--- config.mk ---
export PLATFORM = sky130hd
export DESIGN_NAME = binary_choice_ngram_predictor_core
export DESIGN_NICKNAME = d
export VERILOG_FILES = /design/src/bcnp_pkg.sv /design/src/binary_choice_ngram_predictor_core.sv /design/src/bcnp_ram.sv /design/src/bcnp_ctrl.sv /design/src/bcnp_datapath.sv
export SDC_FILE = /design/constraint.sdc
export NUM_CORES = 1
export LEC_CHECK = 0
export ABC_AREA = 0
export ABC_CLOCK_PERIOD_IN_PS = 7700
export BUFFER_PORTS_ARGS = -buffer_cell sky130_fd_sc_hd__buf_2
export CAP_MARGIN = 20
export CORE_MARGIN = 4
export CORE_UTILIZATION = 65
export DETAILED_ROUTE_END_ITERATION = 7
export PLACE_DENSITY = 0.84
export SLEW_MARGIN = 40
export SYNTH_ARGS = -nofsm -noshare
export SYNTH_HDL_FRONTEND = slang
export SYNTH_SLANG_ARGS = --single-unit
--- constraint.sdc ---
create_clock -name clk -period 7.7 [get_ports clk]
set_input_delay 1.155 -clock clk [delete_from_list [all_inputs] [get_ports clk]]
set_output_delay 1.155 -clock clk [all_outputs]
set_load 0.02 [all_outputs]
--- src/bcnp_pkg.sv ---
// shared constants and types for the binary choice n-gram predictor
`timescale 1ns / 1ps
`default_nettype none

package bcnp_pkg;

    localparam int HISTORY_LEN = 4;
    localparam int COUNT_BITS  = 16;

    localparam int IDX_W     = HISTORY_LEN;
    localparam int REC_W     = HISTORY_LEN - 1;
    localparam int PAT_DEPTH = 1 << HISTORY_LEN;

    localparam int WIDE_W = 16;
    localparam int TL_W   = 8;

    localparam logic [TL_W-1:0]       TRAINING_RESET = TL_W'(12);
    localparam logic [COUNT_BITS-1:0] COUNT_MAX      = {COUNT_BITS{1'b1}};
    localparam logic [WIDE_W-1:0]     WIDE_MAX       = {WIDE_W{1'b1}};

    // controller to datapath
    typedef struct packed {
        logic issue;   // accept choice, launch the two count reads
        logic commit;  // update state, write count, load result register
    } ctrl_cmd_t;

    // datapath to controller
    typedef struct packed {
        logic out_full;
    } dp_status_t;

endpackage

`default_nettype wire

--- src/binary_choice_ngram_predictor_core.sv ---
// top level of the binary choice n-gram predictor
`timescale 1ns / 1ps
`default_nettype none

// Predicts each incoming one-bit choice from counts of the 4-bit patterns seen
// so far: the counts of {0, last three choices} and {1, last three choices}
// are compared and the larger wins, a tie predicting 1. Once more choices
// have been taken than training_length, each item is scored and hit_count
// grows on a correct prediction; trial_count reports choices seen minus
// training_length. All counters saturate at all ones. Each input transfer
// yields exactly one output transfer. An item has a read step, reading both
// pattern counts from the count table ram (registered read), and a commit
// step that compares, updates the counters and writes the incremented count
// back; no new choice is taken until the last item has committed. A result
// waiting in the output register does not block the next input transfer;
// the commit step of the following item waits until that result has been
// taken. training_length (reset 12) is written through the cfg channel,
// which is always ready, and should be written only while the block is idle.

module binary_choice_ngram_predictor_core
    import bcnp_pkg::*;
(
    input  wire logic              clk,
    input  wire logic              rst_n,
    // configuration write channel
    input  wire logic              cfg_valid,
    output logic                   cfg_ready,
    input  wire logic [TL_W-1:0]   cfg_data,
    // input channel
    input  wire logic              in_valid,
    output logic                   in_stall,
    input  wire logic              choice,
    // output channel
    output logic                   out_valid,
    input  wire logic              out_stall,
    output logic                   prediction,
    output logic                   scored,
    output logic                   hit,
    output logic [WIDE_W-1:0]      hit_count,
    output logic [WIDE_W-1:0]      trial_count
);

    ctrl_cmd_t  cmd;
    dp_status_t status;
    logic       cfg_we;

    // register write needs no wait
    assign cfg_ready = 1'b1;
    assign cfg_we    = cfg_valid && cfg_ready;

    // sequencing: issue reads on input transfer, commit when result slot frees
    bcnp_ctrl u_ctrl (
        .clk       (clk),
        .rst_n     (rst_n),
        .in_valid  (in_valid),
        .in_stall  (in_stall),
        .out_stall (out_stall),
        .status    (status),
        .cmd       (cmd)
    );

    // count table, history, counters and result register
    bcnp_datapath u_dp (
        .clk         (clk),
        .rst_n       (rst_n),
        .cmd         (cmd),
        .status      (status),
        .cfg_we      (cfg_we),
        .cfg_data    (cfg_data),
        .choice      (choice),
        .out_stall   (out_stall),
        .out_valid   (out_valid),
        .prediction  (prediction),
        .scored      (scored),
        .hit         (hit),
        .hit_count   (hit_count),
        .trial_count (trial_count)
    );

endmodule

`default_nettype wire

--- src/bcnp_ram.sv ---
// generic ram, one write port, two registered read ports
`timescale 1ns / 1ps
`default_nettype none

module bcnp_ram #(
    parameter int WIDTH = 16,
    parameter int DEPTH = 16,
    parameter int ADDR_W = (DEPTH > 1) ? $clog2(DEPTH) : 1
) (
    input  wire logic              clk,
    input  wire logic              we,
    input  wire logic [ADDR_W-1:0] waddr,
    input  wire logic [WIDTH-1:0]  wdata,
    input  wire logic              re,
    input  wire logic [ADDR_W-1:0] raddr_a,
    input  wire logic [ADDR_W-1:0] raddr_b,
    output logic      [WIDTH-1:0]  rdata_a,
    output logic      [WIDTH-1:0]  rdata_b
);

    logic [WIDTH-1:0] mem [DEPTH];

    always_ff @(posedge clk)
    begin
        if (we)
        begin
            mem[waddr] <= wdata;
        end
        if (re)
        begin
            rdata_a <= mem[raddr_a];
            rdata_b <= mem[raddr_b];
        end
    end

endmodule

`default_nettype wire

--- src/bcnp_ctrl.sv ---
// controller state machine for the predictor
`timescale 1ns / 1ps
`default_nettype none

module bcnp_ctrl
    import bcnp_pkg::*;
(
    input  wire logic       clk,
    input  wire logic       rst_n,
    input  wire logic       in_valid,
    output logic            in_stall,
    input  wire logic       out_stall,
    input  wire dp_status_t status,
    output ctrl_cmd_t       cmd
);

    localparam logic ST_IDLE = 1'b0;
    localparam logic ST_EXEC = 1'b1;

    logic state_reg;
    logic state_next;
    logic slot_free;

    // result slot is free if empty or drained at this edge
    assign slot_free = !status.out_full || !out_stall;

    always_comb
    begin
        cmd.issue  = 1'b0;
        cmd.commit = 1'b0;
        state_next = state_reg;
        unique case (state_reg)
            ST_IDLE:
            begin
                if (in_valid)
                begin
                    cmd.issue  = 1'b1;
                    state_next = ST_EXEC;
                end
            end
            ST_EXEC:
            begin
                if (slot_free)
                begin
                    cmd.commit = 1'b1;
                    state_next = ST_IDLE;
                end
            end
            default:
            begin
                state_next = ST_IDLE;
            end
        endcase
    end

    assign in_stall = (state_reg != ST_IDLE);

    always_ff @(posedge clk or negedge rst_n)
    begin
        if (!rst_n)
        begin
            state_reg <= ST_IDLE;
        end
        else
        begin
            state_reg <= state_next;
        end
    end

endmodule

`default_nettype wire

--- src/bcnp_datapath.sv ---
// datapath: pattern count table, counters, history and result register
`timescale 1ns / 1ps
`default_nettype none

module bcnp_datapath
    import bcnp_pkg::*;
(
    input  wire logic             clk,
    input  wire logic             rst_n,
    input  wire ctrl_cmd_t        cmd,
    output dp_status_t            status,
    input  wire logic             cfg_we,
    input  wire logic [TL_W-1:0]  cfg_data,
    input  wire logic             choice,
    input  wire logic             out_stall,
    output logic                  out_valid,
    output logic                  prediction,
    output logic                  scored,
    output logic                  hit,
    output logic [WIDE_W-1:0]     hit_count,
    output logic [WIDE_W-1:0]     trial_count
);

    logic [TL_W-1:0]       training_length_reg;
    logic [REC_W-1:0]      recent_reg;
    logic [REC_W-1:0]      recent_next;
    logic [WIDE_W-1:0]     seen_reg;
    logic [WIDE_W-1:0]     seen_next;
    logic [WIDE_W-1:0]     correct_reg;
    logic [WIDE_W-1:0]     correct_next;
    logic                  choice_reg;
    logic [PAT_DEPTH-1:0]  valid_reg;
    logic                  valid0_reg;
    logic                  valid1_reg;
    logic                  out_valid_reg;
    logic                  out_valid_next;

    logic [IDX_W-1:0]      idx0;
    logic [IDX_W-1:0]      idx1;
    logic [IDX_W-1:0]      widx;
    logic [COUNT_BITS-1:0] rd0;
    logic [COUNT_BITS-1:0] rd1;
    logic [COUNT_BITS-1:0] cnt0;
    logic [COUNT_BITS-1:0] cnt1;
    logic [COUNT_BITS-1:0] cnt_sel;
    logic [COUNT_BITS-1:0] cnt_wr;
    logic                  pred;
    logic                  is_scored;
    logic                  is_hit;
    logic [WIDE_W-1:0]     tl_wide;
    logic [WIDE_W-1:0]     trials;

    assign idx0 = {1'b0, recent_reg};
    assign idx1 = {1'b1, recent_reg};
    assign widx = {choice_reg, recent_reg};

    bcnp_ram #(
        .WIDTH (COUNT_BITS),
        .DEPTH (PAT_DEPTH)
    ) u_counts (
        .clk     (clk),
        .we      (cmd.commit),
        .waddr   (widx),
        .wdata   (cnt_wr),
        .re      (cmd.issue),
        .raddr_a (idx0),
        .raddr_b (idx1),
        .rdata_a (rd0),
        .rdata_b (rd1)
    );

    // entries never written read as zero
    assign cnt0 = valid0_reg ? rd0 : '0;
    assign cnt1 = valid1_reg ? rd1 : '0;

    always_comb
    begin
        pred        = !(cnt0 > cnt1);
        seen_next   = (seen_reg != WIDE_MAX) ? seen_reg + WIDE_W'(1) : seen_reg;
        tl_wide     = WIDE_W'(training_length_reg);
        is_scored   = (seen_next > tl_wide);
        trials      = is_scored ? (seen_next - tl_wide) : '0;
        is_hit      = is_scored && (choice_reg == pred);
        correct_next = (is_hit && (correct_reg != WIDE_MAX))
                     ? correct_reg + WIDE_W'(1) : correct_reg;
        cnt_sel     = choice_reg ? cnt1 : cnt0;
        cnt_wr      = (cnt_sel != COUNT_MAX) ? cnt_sel + COUNT_BITS'(1) : cnt_sel;
        recent_next = (REC_W'(choice_reg) << (REC_W - 1)) | (recent_reg >> 1);
    end

    always_comb
    begin
        if (cmd.commit)
        begin
            out_valid_next = 1'b1;
        end
        else
        begin
            out_valid_next = out_valid_reg && out_stall;
        end
    end

    always_ff @(posedge clk or negedge rst_n)
    begin
        if (!rst_n)
        begin
            training_length_reg <= TRAINING_RESET;
            recent_reg          <= '0;
            seen_reg            <= '0;
            correct_reg         <= '0;
            valid_reg           <= '0;
            valid0_reg          <= 1'b0;
            valid1_reg          <= 1'b0;
            out_valid_reg       <= 1'b0;
        end
        else
        begin
            out_valid_reg <= out_valid_next;
            if (cfg_we)
            begin
                training_length_reg <= cfg_data;
            end
            if (cmd.issue)
            begin
                valid0_reg <= valid_reg[idx0];
                valid1_reg <= valid_reg[idx1];
            end
            if (cmd.commit)
            begin
                recent_reg      <= recent_next;
                seen_reg        <= seen_next;
                correct_reg     <= correct_next;
                valid_reg[widx] <= 1'b1;
            end
        end
    end

    // payload registers
    always_ff @(posedge clk)
    begin
        if (cmd.issue)
        begin
            choice_reg <= choice;
        end
        if (cmd.commit)
        begin
            prediction  <= pred;
            scored      <= is_scored;
            hit         <= is_hit;
            hit_count   <= correct_next;
            trial_count <= trials;
        end
    end

    assign out_valid       = out_valid_reg;
    assign status.out_full = out_valid_reg;

endmodule

`default_nettype wire

; ---- Word-level counts from Yosys, hierarchy flattened
; Memory sizes are Yosys's and may differ from the RTL's. A register that Yosys moved wholly into a read port is not among the register bits.
; Cells that the tools add are included.
[word_totals]
ff_bits = 99
ram_bits = 256
in_bits = 14
out_inout_bits = 38
n_memories = 1
[memory_table]
columns = memory, depth, word_bits, read_ports, rd_ports_with_merged_regs, write_ports, line
row1 = u_dp.u_counts.mem, 16, 16, 2, 2, 1, bcnp_ram.sv:21  ; logic [WIDTH-1:0] mem [DEPTH];
[classes]
addsub = 4
order_cmp = 6
eq_ne = 4
n_mux = 21
n_bitwise = 3
n_reduce_logical = 8
[op_table]
columns = operator, count
row1 = $mux W16, 6
row2 = $add A16 B1 Y16 const B, 3
row3 = $ne A16 B16 Y1 const B, 3
row4 = $gt A16 B16 Y1, 1
row5 = $gt A16 B8 Y1, 1
row6 = $or A16 B16 Y16, 1
row7 = $sub A16 B8 Y16, 1
row8 = $mux W1, 11
row9 = $lt A4 B5 Y1 const B, 2
row10 = $bmux W1 S3, 2
row11 = $lt A3 B5 Y1 const B, 1
row12 = $demux W1 S4, 1
row13 = $ge A4 B1 Y1 const B, 1
row14 = $logic_and A1 B1 Y1, 4
row15 = $logic_not A1 Y1, 3
row16 = $or A3 B2 Y3, 1
row17 = $pmux W1 S2, 1
row18 = $eq A1 B1 Y1, 1
row19 = $logic_or A1 B1 Y1, 1
row20 = $not A1 Y1, 1

; ---- Depth between registers and ports, before layout
[logic_depth]
depth_word = 7
ltp_mapped = 16
mapped_depth_nobuf = 15

; ---- By module
; A second synthesis with hierarchy kept.
[hier_totals]
cells_unflattened = 1221
area_unflattened_um2 = 18761.7
[by_module_without_submodules]
columns = module, n_inst, cells_per_inst, area_per_inst_um2, seq_area_each_um2
row1 = bcnp_ram, 1, 585, 12689.7, 8648.3
row2 = bcnp_datapath, 1, 630, 6010.8, 2635.0
row3 = bcnp_ctrl, 1, 4, 50.0, 25.0
row4 = binary_choice_ngram_predictor_core, 1, 2, 11.3, 0.0

; ---- Worst setup path after synthesis
; OpenSTA, ideal clock, no wires.
[synth_timing]
kind = register -> register
startpoint = register u_dp.seen_reg[0]
endpoint = register u_dp.hit_count[12] (data pin)
t_arrival_ns = 3.928
t_required_ns = 7.440
path_slack_ns = 3.512
stages_incl_launch_ff = 17
path_buffers = 1
synth_period_minus_slack_ns = 4.188
path_cell_list = dfrtp_1 > ha_1 > nand3_4 > nor3_1 > nand4_1 > xnor2_1 > ha_1 > inv_1 > fa_1 > a21o_1 > a21o_1 > a21oi_1 > o221ai_2 > nor3_4 > buf_6 > nor3_2 > mux2_4
[synth_between]
elab_chain_cells = 6
[synth_lines]
columns = element, line
row1 = "start, declared", bcnp_datapath.sv:27  ; logic [WIDE_W-1:0] seen_reg;
row2 = "start signal, assigned", bcnp_datapath.sv:131  ; seen_reg <= seen_next;
row3 = $add A16 B1 Y16 / $ne A16 B16 Y1 (equally long branches), bcnp_datapath.sv:79  ; seen_next = (seen_reg != WIDE_MAX) ? seen_reg + WIDE_W'(1) : seen_reg;
row4 = $mux W16 *, bcnp_datapath.sv:79
row5 = $gt A16 B8 Y1 *, bcnp_datapath.sv:81  ; is_scored = (seen_next > tl_wide);
row6 = $logic_and A1 B1 Y1 *, bcnp_datapath.sv:83  ; is_hit = is_scored && (choice_reg == pred);
row7 = $logic_and A1 B1 Y1 *, bcnp_datapath.sv:84  ; correct_next = (is_hit && (correct_reg != WIDE_MAX))
row8 = $mux W16 *, bcnp_datapath.sv:85  ; ? correct_reg + WIDE_W'(1) : correct_reg;
row9 = named net u_dp.correct_next[12], bcnp_datapath.sv:30  ; logic [WIDE_W-1:0] correct_next;
row10 = "end signal, assigned", bcnp_datapath.sv:150  ; hit_count <= correct_next;
row11 = "end, declared", bcnp_datapath.sv:20  ; output logic [WIDE_W-1:0] hit_count,
; Mark *: on every way through the listed nets, which the timed path passes. The rest lies on a longest branch.
; A chain may end at the register's enable or synchronous reset.

; ---- Worst setup path in the final report
[layout_timing]
startpoint = register u_dp.seen_reg[0]
endpoint = register u_dp.hit_count[1] (data pin)
; Same word-level chain as after synthesis.

==> impl_metrics.tcl <==
set metrics [dict create \
    outcome "completed" \
    clkLatencyLatePin_ps 540 \
    worst_hold_slack_ps 465 \
    power_frac_seq 0.442 \
    r2r_slack_ps 2400 \
    grt_max_degree 64 \
    rows 58 \
    seq_area_um2 11300 \
    rr_endpoint "u_dp.hit_count[1]" \
    cp-startpoint "u_dp.seen_reg[0]" \
    rsz0062_at_grt "false" \
    viasPerCell 6.41 \
    max-cap-violations 0 \
    wl_met2_um 17200 \
    path_clk_slew_ps 60 \
    fillers 1464 \
    finalSetupTns_ps 0 \
    layout_commonest_cell "edfxtp_1" \
    pin_count 52 \
    grt_overflow 0 \
    core_um2 25300 \
    cp_cell_sequence "ha_1 -> nand3_4 -> nor3_1 -> nand4_1 -> xnor2_1 -> ha_1 -> inv_1 -> fa_1 -> a21o_1 -> a21o_1 -> a21oi_1 -> o221ai_2 -> nor3_4 -> buf_4 -> nor3_1 -> mux2_2" \
    swShare 0.331 \
    worst_path_largest_cell_delay_ps 570 \
    antenna_cells 0 \
    synthArstFlopShare 0.163 \
    ys_types 61 \
    largest-register "u_dp.u_counts.mem" \
    relSlewSlack 0.429 \
    power_leakage_nw 6.79 \
    dp_hpwl_um 20400 \
    critical_path_arrival_ps 5580 \
    cts_resized 0 \
    max_freq_mhz 189 \
    wl_per_cell_um 23.1 \
    cts_tree "built" \
    period_share 0.689 \
    synthesis.area_um2 16900 \
    cts_sinks 387 \
    ys.flop_type "edfxtp_1" \
    multi_input_area_um2 5360 \
    initial_core_util 0.666 \
    grt_usage 0.248 \
    largest_reg_flops 256 \
    cts_buffer_depth 3 \
    fin_skew_ps 19.6 \
    hold_viol 0 \
    die_y_um 169 \
    slew_viol_final 0 \
    combPwrFrac 0.312 \
    grt_pass1_wl_um 54800 \
    crit_type "register to register" \
    fin_crit_ps 5300 \
    die_area_um2 28600 \
    power_density_nw_per_um2 374 \
    layout_common_cells "324 x edfxtp_1, 102 x nand2_1, 68 x mux4_2, 57 x dfrtp_1, 50 x buf_2" \
    drc 0 \
    htreeDepth 2 \
    r2r-start "u_dp.seen_reg[0]" \
    fin_util 0.744 \
    portBuffers 50 \
    final_layout_size_suffix_gt1_frac 0.270 \
    gp_congestion 0.894 \
    drtIter0Drc 1141 \
    placed_cells 1436 \
    ys_seq_area_frac 0.670 \
    post_cts_buffers 0 \
    syn_inst 1088 \
    postCtsHoldBufs 0 \
    hp-class "register to register" \
    met3WireLength_um 3130 \
    first_pass_iters 6 \
    p_int_mw 4.71 \
    fin_nets 1189 \
    met1_length_um 13400 \
    numCtsBuffers 38 \
    routed_wl_um 34700 \
    crit_end "u_dp.hit_count[1]" \
    p_sw_mw 2.33 \
    worstMarginPinSlew_ps 856 \
    vias 9633 \
    worstPathRequired_ps 7980 \
    finalSetupViolCount 0 \
    area_growth_pct 11.6 \
    synth_edf_count 324 \
    finalNonFillerCells 1503 \
    grt_pass1_vias 9620 \
    die_w_um 169 \
    ff2ff_path_depth 16 \
    end_kind "register" \
    synth_seq_cells 387 \
    power_mw 7.04 \
    cp_max_fo 30 \
    crit_slowest_cell "nor3_4" \
    clockPowerShare 0.246 \
    yosys_warnings 0 \
    top_layer "met4" \
    antenna_found_initial 0 \
    start_kind "register" \
    clockRootBuffer "clkbuf_16" \
    drt.antenna.violating_nets 0 \
    syn_avg_cell_area_um2 15.5 \
    ir_worst_vdd_mv 0.293 \
    syn_nets 1130 \
]
==> layout make-up <==
| type | instances | area share |
|---|---|---|
| Clock buffer | 47 | 0.0534 |
| Timing Repair Buffer | 76 | 0.0247 |
| Tap cell | 330 | 0.0219 |
| Sequential cell | 387 | 0.601 |
| Multi-Input combinational cell | 612 | 0.285 |
| Clock inverter | 19 | 0.00797 |
| Inverter | 32 | 0.00638 |
==> cell usage after synthesis, types with 2 or more instances <==
master	number	area [um2]
mux4_2	68	1530
nor2_1	51	191
o31a_1	4	35.0
a211oi_1	4	30.0
a21o_1	4	30.0
and4_1	5	43.8
nand2b_1	6	37.5
nor4_1	20	125
nor3b_1	2	15.0
nor4b_2	4	60.1
a21oi_1	13	65.1
xnor2_1	21	184
nand2_1	102	383
buf_2	13	65.1
buf_1	8	30.0
mux2_4	2	30.0
clkbuf_2	3	15.0
mux2_2	43	484
a31oi_1	3	18.8
nor3_1	21	105
nand3b_1	4	30.0
clkbuf_1	29	109
inv_1	32	120
o21a_1	6	45.0
ha_1	27	338
and2_1	7	43.8
nand4_1	14	87.6
buf_6	2	22.5
edfxtp_1	324	9730
xor2_1	38	333
nand3_1	38	190
dfrtp_1	61	1530
mux2i_1	8	80.1
o211ai_1	2	15.0
or3_1	10	62.6
nor3_2	3	30.0
buf_4	2	15.0
and3_1	3	18.8
o21ai_0	36	180
nor2b_1	4	25.0
or2_2	20	125
dfstp_2	2	52.6
==> worst min-delay path by stage <==
| stage | from | to | slack (ps) | cells past startpoint |
|---|---|---|---|---|
| 6_report | u_dp.valid_reg[6] | u_dp.valid_reg[6] | 460 | 1 |
| 5_1_grt | u_dp.valid_reg[14] | u_dp.valid_reg[14] | 480 | 1 |
| 3_5_place_dp | u_dp.valid_reg[14] | u_dp.valid_reg[14] | 450 | 1 |
| 3_3_place_gp | u_dp.valid_reg[11] | u_dp.valid_reg[11] | 450 | 1 |
| 2_1_floorplan | u_dp.valid_reg[10] | u_dp.valid_reg[10] | 430 | 1 |
| 4_1_cts | u_dp.valid_reg[14] | u_dp.valid_reg[14] | 460 | 1 |
==> through the flow <==
stage / instance area, um2 / setup WS [ps]
2_1_floorplan: 16900 / 3510
3_3_place_gp: 17500 / 2730
3_5_place_dp: 17600 / 2470
4_1_cts: 18800 / 2460
5_1_grt: 18800 / 2030
6_report: 18800 / 2400
==> per-layer routing <==
layer  GRT usage  up-vias
met5           0        -
met4      0.0767        0
met3      0.0383       72
met2       0.407      491
met1       0.351     4813
li1            -     4257
==> logic make-up (layout without fill, tap and decap cells) <==
family,count (synthesis),count (layout),share of synthesized area
other,1,1,0.000222
XOR/XNOR,59,59,0.0306
AO/OA/AOI/OAI,82,82,0.0306
AND/OR/NAND/NOR,321,321,0.0989
buffers and inverters,89,174,0.0223
multiplexers,121,121,0.126
flip-flops,387,387,0.670
adder cells (fa/ha/maj),28,28,0.0212
==> power groups by stage <==
stage / combinational [mW] / clock [mW] / sequential (mW)
floorplan: 1.56 / 0 / 3.12
global placement: 2.03 / 0 / 3.15
detailed placement: 2.13 / 0 / 3.18
CTS: 2.16 / 1.75 / 3.14
global route: 2.41 / 1.85 / 3.15
finish: 2.20 / 1.73 / 3.11
==> critical path, delay by kind of cell, from the launching register on <==
family	cells	cell delay [ps]
and+or+nand+nor	5	1620
AOI/OAI and AO/OA	4	1020
adders and majority gates	3	890
buffers and inverters	2	510
DFF	1	450
muxes	1	290
xor gates and xnor gates	1	270
Power figures use the tool's default switching activity.
